===== src/rtl/chmt_pkg.sv =====
// Shared types and constants for the cache hit/miss tracker
`default_nettype none

package chmt_pkg;

   // Configuration register indexes
   localparam int CSR_IDX_W = 2;
   localparam logic [CSR_IDX_W-1:0] CSR_MAPPING_MODE = 2'd0;
   localparam logic [CSR_IDX_W-1:0] CSR_SPLIT_MODE   = 2'd1;
   localparam logic [CSR_IDX_W-1:0] CSR_LINES_IN_USE = 2'd2;
   localparam int CSR_DATA_W = 7;

   // Address width of an access
   localparam int ADDR_W = 32;
   // Width of the running counters
   localparam int COUNT_W = 64;

   // Controller states
   typedef enum logic [4:0] {
      ST_CLEAR  = 5'b00001,
      ST_IDLE   = 5'b00010,
      ST_WALK   = 5'b00100,
      ST_UPDATE = 5'b01000,
      ST_HOLD   = 5'b10000
   } state_type;

   // Commands from the controller to the datapath
   typedef struct packed {
      logic clear;    // write one zero line of the clearing pass
      logic start;    // latch a new item
      logic walk;     // issue tag reads and compare returned lines
      logic update;   // fill on a miss, advance the FIFO pointer if fully associative
      logic deliver;  // load the result register and bump the counters
   } cmd_type;

   // Status from the datapath to the controller
   typedef struct packed {
      logic clr_last;  // clearing pass is on its final line
      logic hit_now;   // the line read back matches the block
      logic last_now;  // the line read back is the final one to check
      logic out_free;  // result register can take a new item
   } status_type;

endpackage

`default_nettype wire


===== src/rtl/chmt_ram.sv =====
// Generic simple dual-port RAM with registered read
`default_nettype none

module chmt_ram #(
   parameter int WIDTH = 8,
   parameter int DEPTH = 64
) (
   input  wire logic                     clock,
   input  wire logic                     wr_en,
   input  wire logic [$clog2(DEPTH)-1:0] wr_addr,
   input  wire logic [WIDTH-1:0]         wr_data,
   input  wire logic [$clog2(DEPTH)-1:0] rd_addr,
   output logic      [WIDTH-1:0]         rd_data
);

   logic [WIDTH-1:0] mem_ff [DEPTH];
   logic [WIDTH-1:0] rd_data_ff;

   // Write one entry, read one entry into the output register
   always_ff @(posedge clock) begin
      if (wr_en) begin
         mem_ff[wr_addr] <= wr_data;
      end
      rd_data_ff <= mem_ff[rd_addr];
   end

   assign rd_data = rd_data_ff;

endmodule

`default_nettype wire


===== src/rtl/chmt_ctrl.sv =====
// Controller state machine for the cache hit/miss tracker
`default_nettype none

module chmt_ctrl
   import chmt_pkg::*;
(
   input  wire logic       clock,
   input  wire logic       reset,
   input  wire logic       req_valid,
   output logic            req_stall,
   input  wire status_type status,
   output cmd_type         cmd
);

   state_type state_ff, state_in;

   // Take an item only when idle
   assign req_stall = (state_ff != ST_IDLE);

   // Sequence clear, lookup, fill and delivery
   always_comb begin
      state_in = state_ff;
      cmd      = '0;
      case (state_ff)
         ST_CLEAR: begin
            cmd.clear = 1'b1;
            if (status.clr_last) begin
               state_in = ST_IDLE;
            end
         end
         ST_IDLE: begin
            if (req_valid) begin
               cmd.start = 1'b1;
               state_in  = ST_WALK;
            end
         end
         ST_WALK: begin
            cmd.walk = 1'b1;
            if (status.hit_now || status.last_now) begin
               state_in = ST_UPDATE;
            end
         end
         ST_UPDATE: begin
            cmd.update = 1'b1;
            if (status.out_free) begin
               cmd.deliver = 1'b1;
               state_in    = ST_IDLE;
            end else begin
               state_in = ST_HOLD;
            end
         end
         ST_HOLD: begin
            if (status.out_free) begin
               cmd.deliver = 1'b1;
               state_in    = ST_IDLE;
            end
         end
         default: begin
            state_in = ST_CLEAR;
         end
      endcase
   end

   always_ff @(posedge clock) begin
      if (reset) begin
         state_ff <= ST_CLEAR;
      end else begin
         state_ff <= state_in;
      end
   end

endmodule

`default_nettype wire


===== src/rtl/chmt_datapath.sv =====
// Datapath: configuration, tag store, lookup walk, FIFO pointers and counters
`default_nettype none

module chmt_datapath
   import chmt_pkg::*;
#(
   parameter int MAX_LINES  = 64,
   parameter int LINE_BYTES = 64
) (
   input  wire logic                  clock,
   input  wire logic                  reset,
   input  wire logic                  csr_wr_en,
   input  wire logic [CSR_IDX_W-1:0]  csr_index,
   input  wire logic [CSR_DATA_W-1:0] csr_wdata,
   input  wire logic [ADDR_W-1:0]     req_address,
   input  wire logic                  req_access_kind,
   input  wire logic                  rsp_stall,
   output logic                       rsp_valid,
   output logic                       rsp_hit,
   output logic [COUNT_W-1:0]         rsp_access_count,
   output logic [COUNT_W-1:0]         rsp_hit_count,
   input  wire cmd_type               cmd,
   output status_type                 status
);

   localparam int IDX_W = $clog2(MAX_LINES);
   localparam int OFF_W = $clog2(LINE_BYTES);
   localparam int TAG_W = ADDR_W - OFF_W;
   localparam int ENT_W = TAG_W + 1;

   // Configuration registers
   logic                  mapping_ff;
   logic                  split_ff;
   logic [CSR_DATA_W-1:0] lines_ff;

   // Item registers
   logic [TAG_W-1:0] block_ff, block_in;
   logic [IDX_W-1:0] base_ff, base_in;
   logic [IDX_W-1:0] mask_ff, mask_in;
   logic [IDX_W-1:0] start_ff, start_in;
   logic [IDX_W-1:0] lim_ff, lim_in;
   logic             kind_ff, kind_in;

   // Walk registers
   logic [IDX_W-1:0] idx_ff, idx_in;
   logic             done_ff, done_in;
   logic             pend_ff, pend_in;
   logic             pend_last_ff, pend_last_in;
   logic             hit_ff, hit_in;

   // FIFO pointers and clearing counter
   logic [IDX_W-1:0] fifo_u_ff, fifo_u_in;
   logic [IDX_W-1:0] fifo_i_ff, fifo_i_in;
   logic [IDX_W-1:0] fifo_d_ff, fifo_d_in;
   logic [IDX_W-1:0] clr_ff, clr_in;

   // Result register and counters
   logic               rsp_valid_ff, rsp_valid_in;
   logic               rsp_hit_ff, rsp_hit_in;
   logic [COUNT_W-1:0] acc_ff, acc_in;
   logic [COUNT_W-1:0] hits_ff, hits_in;

   // Derived lookup geometry
   logic [IDX_W-1:0] total_mask;
   logic [IDX_W-1:0] cache_mask;
   logic [IDX_W-1:0] cache_base;
   logic [TAG_W-1:0] req_block;

   // Tag store ports
   logic             ram_we;
   logic [IDX_W-1:0] ram_waddr;
   logic [ENT_W-1:0] ram_wdata;
   logic [IDX_W-1:0] ram_raddr;
   logic [ENT_W-1:0] ram_rdata;

   // Fill selection
   logic [IDX_W-1:0] fifo_sel;
   logic [IDX_W-1:0] fifo_pos;
   logic [IDX_W-1:0] fifo_next;

   // Capture configuration writes
   always_ff @(posedge clock) begin
      if (reset) begin
         mapping_ff <= 1'b0;
         split_ff   <= 1'b0;
         lines_ff   <= CSR_DATA_W'(64);
      end else if (csr_wr_en) begin
         case (csr_index)
            CSR_MAPPING_MODE: mapping_ff <= csr_wdata[0];
            CSR_SPLIT_MODE:   split_ff   <= csr_wdata[0];
            CSR_LINES_IN_USE: lines_ff   <= csr_wdata;
            default: ;
         endcase
      end
   end

   // Clamp the line count and round it down to a power of two, as a mask
   always_comb begin
      total_mask    = '0;
      total_mask[0] = 1'b1;
      for (int k = 2; k <= IDX_W; k++) begin
         total_mask[k-1] = (32'(lines_ff) >= (32'd1 << k));
      end
   end

   assign cache_mask = split_ff ? (total_mask >> 1) : total_mask;
   assign cache_base = (split_ff && req_access_kind) ? ((total_mask >> 1) + IDX_W'(1)) : '0;
   assign req_block  = req_address[ADDR_W-1:OFF_W];

   // Pick the FIFO pointer of this item's cache
   always_comb begin
      if (!split_ff) begin
         fifo_sel = fifo_u_ff;
      end else if (kind_ff) begin
         fifo_sel = fifo_d_ff;
      end else begin
         fifo_sel = fifo_i_ff;
      end
   end

   assign fifo_pos  = fifo_sel & mask_ff;
   assign fifo_next = (fifo_pos + IDX_W'(1)) & mask_ff;

   // Read the line under walk
   assign ram_raddr = base_ff + start_ff + idx_ff;

   // Compare the line whose read was issued in the previous cycle
   assign status.hit_now  = cmd.walk && pend_ff && ram_rdata[TAG_W]
                            && (ram_rdata[TAG_W-1:0] == block_ff);
   assign status.last_now = cmd.walk && pend_ff && pend_last_ff;
   assign status.clr_last = (clr_ff == IDX_W'(MAX_LINES - 1));
   assign status.out_free = !rsp_valid_ff || !rsp_stall;

   // Next-state logic of the datapath
   always_comb begin
      block_in     = block_ff;
      base_in      = base_ff;
      mask_in      = mask_ff;
      start_in     = start_ff;
      lim_in       = lim_ff;
      kind_in      = kind_ff;
      idx_in       = idx_ff;
      done_in      = done_ff;
      pend_in      = pend_ff;
      pend_last_in = pend_last_ff;
      hit_in       = hit_ff;
      fifo_u_in    = fifo_u_ff;
      fifo_i_in    = fifo_i_ff;
      fifo_d_in    = fifo_d_ff;
      clr_in       = clr_ff;
      rsp_valid_in = rsp_valid_ff;
      rsp_hit_in   = rsp_hit_ff;
      acc_in       = acc_ff;
      hits_in      = hits_ff;
      ram_we       = 1'b0;
      ram_waddr    = clr_ff;
      ram_wdata    = '0;

      // Sweep the tag store clear after reset
      if (cmd.clear) begin
         ram_we = 1'b1;
         clr_in = clr_ff + IDX_W'(1);
      end

      // Latch the item and set up the walk
      if (cmd.start) begin
         block_in = req_block;
         base_in  = cache_base;
         mask_in  = cache_mask;
         kind_in  = req_access_kind;
         start_in = mapping_ff ? '0 : (req_block[IDX_W-1:0] & cache_mask);
         lim_in   = mapping_ff ? cache_mask : '0;
         idx_in   = '0;
         done_in  = 1'b0;
         pend_in  = 1'b0;
         hit_in   = 1'b0;
      end

      // Issue one read a cycle, compare the one before
      if (cmd.walk) begin
         pend_in = !done_ff;
         if (!done_ff) begin
            pend_last_in = (idx_ff == lim_ff);
            done_in      = (idx_ff == lim_ff);
            idx_in       = idx_ff + IDX_W'(1);
         end
         if (status.hit_now) begin
            hit_in = 1'b1;
         end
      end

      // Fill on a miss and, when fully associative, advance the FIFO pointer
      if (cmd.update && !hit_ff) begin
         ram_we    = 1'b1;
         ram_waddr = mapping_ff ? (base_ff + fifo_pos) : (base_ff + start_ff);
         ram_wdata = {1'b1, block_ff};
         if (mapping_ff) begin
            if (!split_ff) begin
               fifo_u_in = fifo_next;
            end else if (kind_ff) begin
               fifo_d_in = fifo_next;
            end else begin
               fifo_i_in = fifo_next;
            end
         end
      end

      // Drop a taken result, load a new one
      if (rsp_valid_ff && !rsp_stall) begin
         rsp_valid_in = 1'b0;
      end
      if (cmd.deliver) begin
         rsp_valid_in = 1'b1;
         rsp_hit_in   = hit_ff;
         acc_in       = acc_ff + COUNT_W'(1);
         hits_in      = hits_ff + COUNT_W'(hit_ff);
      end
   end

   // Control registers
   always_ff @(posedge clock) begin
      if (reset) begin
         done_ff      <= 1'b1;
         pend_ff      <= 1'b0;
         hit_ff       <= 1'b0;
         fifo_u_ff    <= '0;
         fifo_i_ff    <= '0;
         fifo_d_ff    <= '0;
         clr_ff       <= '0;
         rsp_valid_ff <= 1'b0;
         acc_ff       <= '0;
         hits_ff      <= '0;
      end else begin
         done_ff      <= done_in;
         pend_ff      <= pend_in;
         hit_ff       <= hit_in;
         fifo_u_ff    <= fifo_u_in;
         fifo_i_ff    <= fifo_i_in;
         fifo_d_ff    <= fifo_d_in;
         clr_ff       <= clr_in;
         rsp_valid_ff <= rsp_valid_in;
         acc_ff       <= acc_in;
         hits_ff      <= hits_in;
      end
   end

   // Payload registers
   always_ff @(posedge clock) begin
      block_ff     <= block_in;
      base_ff      <= base_in;
      mask_ff      <= mask_in;
      start_ff     <= start_in;
      lim_ff       <= lim_in;
      kind_ff      <= kind_in;
      idx_ff       <= idx_in;
      pend_last_ff <= pend_last_in;
      rsp_hit_ff   <= rsp_hit_in;
   end

   // Tag store: valid bit over the full block number
   chmt_ram #(
      .WIDTH (ENT_W),
      .DEPTH (MAX_LINES)
   ) u_tag_ram (
      .clock   (clock),
      .wr_en   (ram_we),
      .wr_addr (ram_waddr),
      .wr_data (ram_wdata),
      .rd_addr (ram_raddr),
      .rd_data (ram_rdata)
   );

   assign rsp_valid        = rsp_valid_ff;
   assign rsp_hit          = rsp_hit_ff;
   assign rsp_access_count = acc_ff;
   assign rsp_hit_count    = hits_ff;

endmodule

`default_nettype wire


===== src/rtl/cache_hit_miss_tracker_unit.sv =====
// Lookup: the tag walk compares one line when direct mapped and, when fully associative,
// lines up to the first hit, at most the cache's lines. One item is handled at a time:
// a new item is taken only after the last one's result is loaded. The tag walk reads
// one line a cycle through the single read port of the tag RAM.
// Reset: synchronous; a clearing pass over all MAX_LINES lines zeroes the valid bits,
// during which no item is taken (configuration writes are taken).
`default_nettype none

module cache_hit_miss_tracker_unit
   import chmt_pkg::*;
#(
   parameter int MAX_LINES  = 64,
   parameter int LINE_BYTES = 64
) (
   input  wire logic                  clock,
   input  wire logic                  reset,
   input  wire logic                  csr_wr_en,
   input  wire logic [CSR_IDX_W-1:0]  csr_index,
   input  wire logic [CSR_DATA_W-1:0] csr_wdata,
   input  wire logic                  req_valid,
   output logic                       req_stall,
   input  wire logic [ADDR_W-1:0]     req_address,
   input  wire logic                  req_access_kind,
   output logic                       rsp_valid,
   input  wire logic                  rsp_stall,
   output logic                       rsp_hit,
   output logic [COUNT_W-1:0]         rsp_access_count,
   output logic [COUNT_W-1:0]         rsp_hit_count
);

   cmd_type    cmd;
   status_type status;

   // Sequence each item
   chmt_ctrl u_ctrl (
      .clock     (clock),
      .reset     (reset),
      .req_valid (req_valid),
      .req_stall (req_stall),
      .status    (status),
      .cmd       (cmd)
   );

   // Hold the tags, pointers and counters
   chmt_datapath #(
      .MAX_LINES  (MAX_LINES),
      .LINE_BYTES (LINE_BYTES)
   ) u_datapath (
      .clock            (clock),
      .reset            (reset),
      .csr_wr_en        (csr_wr_en),
      .csr_index        (csr_index),
      .csr_wdata        (csr_wdata),
      .req_address      (req_address),
      .req_access_kind  (req_access_kind),
      .rsp_stall        (rsp_stall),
      .rsp_valid        (rsp_valid),
      .rsp_hit          (rsp_hit),
      .rsp_access_count (rsp_access_count),
      .rsp_hit_count    (rsp_hit_count),
      .cmd              (cmd),
      .status           (status)
   );

endmodule

`default_nettype wire


===== config.mk =====
export PLATFORM = sky130hd
export DESIGN_NAME = cache_hit_miss_tracker_unit
export DESIGN_NICKNAME = d
export VERILOG_FILES = /design/src/rtl/chmt_pkg.sv /design/src/rtl/chmt_ram.sv /design/src/rtl/chmt_ctrl.sv /design/src/rtl/chmt_datapath.sv /design/src/rtl/cache_hit_miss_tracker_unit.sv
export SDC_FILE = /design/constraint.sdc
export NUM_CORES = 2
export LEC_CHECK = 0
export BUFFER_PORTS_ARGS = -buffer_cell sky130_fd_sc_hd__buf_2
export CAP_MARGIN = 5
export CORE_MARGIN = 5
export CORE_UTILIZATION = 65
export CTS_CLUSTER_SIZE = 8
export DETAILED_ROUTE_END_ITERATION = 12
export PLACE_DENSITY = 0.92
export SLEW_MARGIN = 5
export SYNTH_ARGS = -nofsm -noshare
export SYNTH_HDL_FRONTEND = slang
export SYNTH_SLANG_ARGS = --single-unit

===== constraint.sdc =====
create_clock -name clock -period 10.4 [get_ports clock]
set_input_delay 2.08 -clock clock [delete_from_list [all_inputs] [get_ports clock]]
set_output_delay 2.08 -clock clock [all_outputs]
set_load 0.02 [all_outputs]

[Yosys cells after proc, flatten, opt, wreduce, memory -nomap -nowiden]
Memories as Yosys holds them, arrays and structs flattened. A register that Yosys moved wholly into a read port is not among the register bits.
Cells that the tools add are included.
Cells by class
  $add $sub $neg: 9
  equality and inequality tests: 15
  reduce and logical (&&, ||, !) cells: 25
  multiplexer cells: 36
  $lt $le $gt $ge: 5
  bitwise logic cells: 6
Operators with widths (count)
  $add A64 B1 Y64: 1
  $add A64 B1 Y64 const B: 1
  $mux W6: 8
  $mux W27: 1
  $eq A26 B26 Y1: 1
  $mux W5: 5
  $pmux W5 S5: 1
  $mux W1: 21
  $add A6 B1 Y6 const B: 3
  $add A6 B6 Y6: 3
  $and A6 B6 Y6: 3
  $reduce_and A4 Y1: 3
  $reduce_and A2 Y1: 4
  $ge A7 B3 Y1 const B: 1
  $ge A7 B4 Y1 const B: 1
  $ge A7 B5 Y1 const B: 1
  $ge A7 B6 Y1 const B: 1
  $ge A7 B7 Y1 const B: 1
  $logic_and A1 B1 Y1: 7
  $add A5 B1 Y6 const B: 1
  $eq A6 B6 Y1: 1
  $eq A6 B6 Y1 const B: 1
  $ne A2 B2 Y1 const B: 3
  $eq A5 B1 Y1 const B: 1
  other kinds (15): 22
Storage, ports and cells
  bits in writable memories: 1728
  logic and storage cells: 120
  bits of input ports: 47
  register bits after elaboration: 229
  memories kept: 1
  output and inout port bits: 131
Memory list
  u_datapath.u_tag_ram.mem_ff: words 64, width 27, rd ports 1, clocked after memory_dff 1, wr ports 1, line chmt_ram.sv:16  | logic [WIDTH-1:0] mem_ff [DEPTH];

[Logic depth before layout (Yosys ltp)]
  word-level depth: 8
  depth in mapped cells: 17
  mapped depth without buffers: 15

[Cells and area by module]
From an unflattened synthesis, not the netlist that was laid out.
Second synthesis, totals
  cell total of the unflattened synthesis: 4286
  area total of the unflattened synthesis: 78150.0 um2
By module, submodules not included
  chmt_ram: cells an instance 3002, instances 1, area each 66617.6 um2, seq. area each 52430.3 um2
  chmt_datapath: cells an instance 1231, instances 1, area each 11121.9 um2, seq. area each 4974.8 um2
  chmt_ctrl: cells an instance 53, instances 1, area each 410.4 um2, seq. area each 100.1 um2

[Worst setup path after synthesis]
OpenSTA, ideal clock, no wires.
  path type: flip-flop to flip-flop
  start point: reg u_datapath.split_ff
  end point: mem u_datapath.u_tag_ram.mem_ff[5][0] (netlist name), enable pin
  required time: 9.955 ns
  library setup time: 0.445 ns
  stages on the path, launching flop included: 12
  data arrival time: 5.034 ns
  clock period less this slack: 5.479 ns
  path slack: 4.921 ns
  path buffers: 2
  cells stage by stage: dfxtp_1 > buf_1 > nor2_1 > a211oi_1 > ha_1 > a21o_1 > maj3_1 > xor2_1 > mux2_2 > o31a_1 > clkbuf_1 > nor3_1
On the way
  longest elaborated chain between the ends: 5
Ends and longest elaborated chain
  from (decl): line chmt_datapath.sv:33  | logic split_ff;
  from (signal assigned): line chmt_datapath.sv:90  | CSR_SPLIT_MODE: split_ff <= csr_wdata[0];
  $mux W6: line chmt_datapath.sv:112  | if (!split_ff) begin
  $and A6 B6 Y6: line chmt_datapath.sv:121  | assign fifo_pos = fifo_sel & mask_ff;
  $add A6 B6 Y6: line chmt_datapath.sv:195  | ram_waddr = mapping_ff ? (base_ff + fifo_pos) : (base_ff + start_ff);
  $mux W6: line chmt_datapath.sv:195
  $mux W6: line chmt_datapath.sv:193  | if (cmd.update && !hit_ff) begin
  to (decl): line chmt_ram.sv:16
Every way passes these cells.

[Worst setup path after layout]
  start point: reg u_datapath.split_ff
  end point: mem u_datapath.u_tag_ram.mem_ff[48][6] (netlist name), enable pin
The elaborated chain is that of the path after synthesis.

==> results.py <==
metrics = {
    "grt": {
        "antenna_found_initial": 12,
        "grt_usage_pct": 38.9,
        "grt.overflow.total": 0,
        "grt_first_pass_wirelength_mm": 348,
        "grt_max_degree": 140,
        "grt_pass1_vias": 47600,
    },
    "timing": {
        "drv_slew": 0,
        "min_period_ns": 6.08,
        "fin_crit_sh_pct": 58.5,
        "finalSetupViolCount": 0,
        "rsz0062_at_grt": "no",
        "finalWorstSetupSlack_ns": 4.32,
        "slew_headroom_pct": 9.59,
        "max_freq_ghz": 0.164,
        "finClkSkew_ns": 0.0955,
        "finalHoldViolCount": 0,
        "worst_pin_slew_ns": 1.35,
        "fin_tns_setup_ns": 0,
    },
    "place": {
        "place.gp.congestion": 0.874,
        "placed_area_um2": 80900,
        "place_ws_ns": 4.87,
        "dp_hpwl_mm": 117,
        "dp_cells": 5947,
        "io_buffers": 170,
    },
    "setup_path": {
        "critical_path.cell_chain": "nor2_1 > a21oi_1 > and2_1 > ha_1 > inv_1 > fa_1 > xnor2_1 > mux2i_1 > nor2_1 > a21oi_1 > nand2b_1 > nor3_2 > buf_4",
        "critPathArrivalTime_ns": 6.58,
        "cpPeakStageDelay_ns": 0.94,
        "cp-end-kind": "flip-flop",
        "startpoint_type": "flip-flop",
        "crit_slowest_cell": "nor3_2",
        "cp.required_ns": 10.90,
        "worstPathMaxFanout": 22,
        "worst-setup-path-type": "reg2reg",
    },
    "synthesis": {
        "synth-simple-area-share_pct": 7.41,
        "synth_top_family_by_area": "multiplexers",
        "syn_inst": 4350,
        "synth.most_common_cell": "edfxtp_1",
        "synthAdderAreaFrac_pct": 0.445,
        "ys_warn_count": 0,
        "yosys.area.top_type": "edfxtp_1",
        "synth_fp_nets": 4422,
        "avgSynthCellArea_um2": 17.8,
        "syn-cell-area_um2": 77500,
        "synth_ff_type": "edfxtp_1",
        "synthMuxAreaShare_pct": 13.3,
        "synth_compound_area_share_pct": 1.41,
        "ys_types": 60,
        "synth-async-reset-ratio_pct": 0,
        "synth_top_area_share_pct": 69.0,
        "yosys-top-cells-count": "edfxtp_1, mux4_2, nand2_1",
        "synth.area.top_cells": "edfxtp_1, mux4_2, dfxtp_1",
        "synth-seq-cells": 1982,
        "synth_edf_count": 1781,
        "synth_xor_area_share_pct": 1.99,
        "ys_seq_area_share_pct": 74.2,
    },
    "clocking": {
        "cts.repair.resized": 0,
        "cts_made_buffers": 297,
        "cts.root.buffer_cell": "clkbuf_16",
        "cts_setup_buffers": 0,
        "clock_path_buffers": 4,
        "cts_sinks": 1982,
        "clk_pin_slew_ns": 0.06,
        "hold_buffers": 0,
        "h-tree-depth": 5,
        "clk_latency_ns": 0.93,
        "cts_tree": "yes",
    },
    "floorplan": {
        "ios": 178,
        "die_h_um": 355,
        "coreArea_um2": 118000,
        "initial_core_util_pct": 65.6,
        "die_x_um": 355,
        "dieArea_um2": 126000,
        "row_count": 126,
    },
    "final_layout": {
        "stdcell_count": 6343,
        "design.final.nets": 4782,
        "area_growth_syn_to_layout_pct": 14.6,
        "stdcell_area_um2": 88800,
        "drive_gt1_share_pct": 24.0,
    },
    "routing": {
        "via_per_inst": 7.63,
        "drc": 0,
        "num_vias": 48400,
        "dr.pass1.iters": 6,
        "drtAntennaViolNets": 0,
        "post_drt_wl_per_cell_um": 38.5,
        "wirelength_mm": 244,
        "drtIter0Drc": 10100,
    },
    "run": {
        "max_cap_violations": 0,
    },
    "power_and_ir_drop": {
        "leakage_nw": 32.9,
        "peakVddDrop_mv": 0.183,
        "power.density_nw_per_um2": 211,
    },
    "hold_path": {
        "worstHoldPathType": "reg2reg",
    },
    "outcome": {
        "status": "completed",
    },
}
routing by layer:
metal,vias to the layer above,share of wire [%],routed length (um),global-route usage [%]
met5,-,0.047,115,0
met4,16,8.5,20700,24.2
met3,1291,16,38700,12.5
li1,17700,-,-,-
met2,5911,45,111000,59.3
met1,23500,30,73700,49.2
path summary, 6_finish.rpt:
| kind | from | end | slack, ns | depth (start not counted) |
|---|---|---|---|---|
| worst min register to register | u_datapath.fifo_i_ff[5] | u_datapath.fifo_i_ff[5] | 0.49 | 2 |
| worst min-delay path | u_datapath.fifo_i_ff[5] | u_datapath.fifo_i_ff[5] | 0.49 | 2 |
| worst max register to register | u_datapath.split_ff | u_datapath.u_tag_ram.mem_ff[48][6] | 4.32 | 13 |
| worst max-delay path | u_datapath.split_ff | u_datapath.u_tag_ram.mem_ff[48][6] | 4.32 | 13 |
per-stage QoR:
step	total power [mW]	hold slack, ns	util, %
floorplan	9.51	0.447	-
global placement	9.97	0.466	68.4
detailed placement	10.0	0.477	68.4
CTS	18.6	0.490	75.1
global route	19.1	0.515	75.1
finish	18.7	0.491	75.1
cells by family after synthesis:
logic type | count (synthesis)
DFF | 1982
xor gates and xnor gates | 176
adders and majority gates | 26
buffers and inverters | 263
and+or+nand+nor | 1261
AOI/OAI and AO/OA | 154
muxes | 488
where the power goes:
part / switching [mW] / internal, mW / leakage (nW)
logic: 0.957 / 0.283 / 7.47
registers: 0.0846 / 8.74 / 21.5
clock network: 3.49 / 5.19 / 3.86
critical path, delay by kind of cell (launching register included):
family | cells | cell delay (ns)
and+or+nand+nor | 5 | 2.26
AOI/OAI and AO/OA | 2 | 0.97
DFF | 1 | 0.82
adders and majority gates | 2 | 0.65
buffers and inverters | 2 | 0.57
muxes | 1 | 0.27
xor gates and xnor gates | 1 | 0.16
cells in the final DEF, fill, tap and decap left out, drive strengths merged, types with 64 or more instances in the layout:
cell	Yosys	routed
xnor2	64	64
nor3	91	91
nand2	402	402
nand3	226	226
edfxtp	1781	1781
nor2	351	351
dfxtp	201	201
xor2	112	112
mux4	432	432
clkbuf	169	382
buf	60	290
layout make-up:
class	instances	area, um^2
antenna	4	10.0
clock buffer	382	7840
clock inverter	10	118
fill	5607	29400
inverter	34	128
multi-input combinational	2105	19500
sequential	1982	57500
tap	1536	1920
timing repair buffer	290	1830
state kept, by name, indices dropped and copies added (netlist names), 26 cells and up:
name,flops
u_datapath.block_ff,26
u_datapath.rsp_access_count,64
u_datapath.rsp_hit_count,64
u_datapath.u_tag_ram.mem_ff,1728
u_datapath.u_tag_ram.rd_data,27
Power figures use the tool's default switching activity.
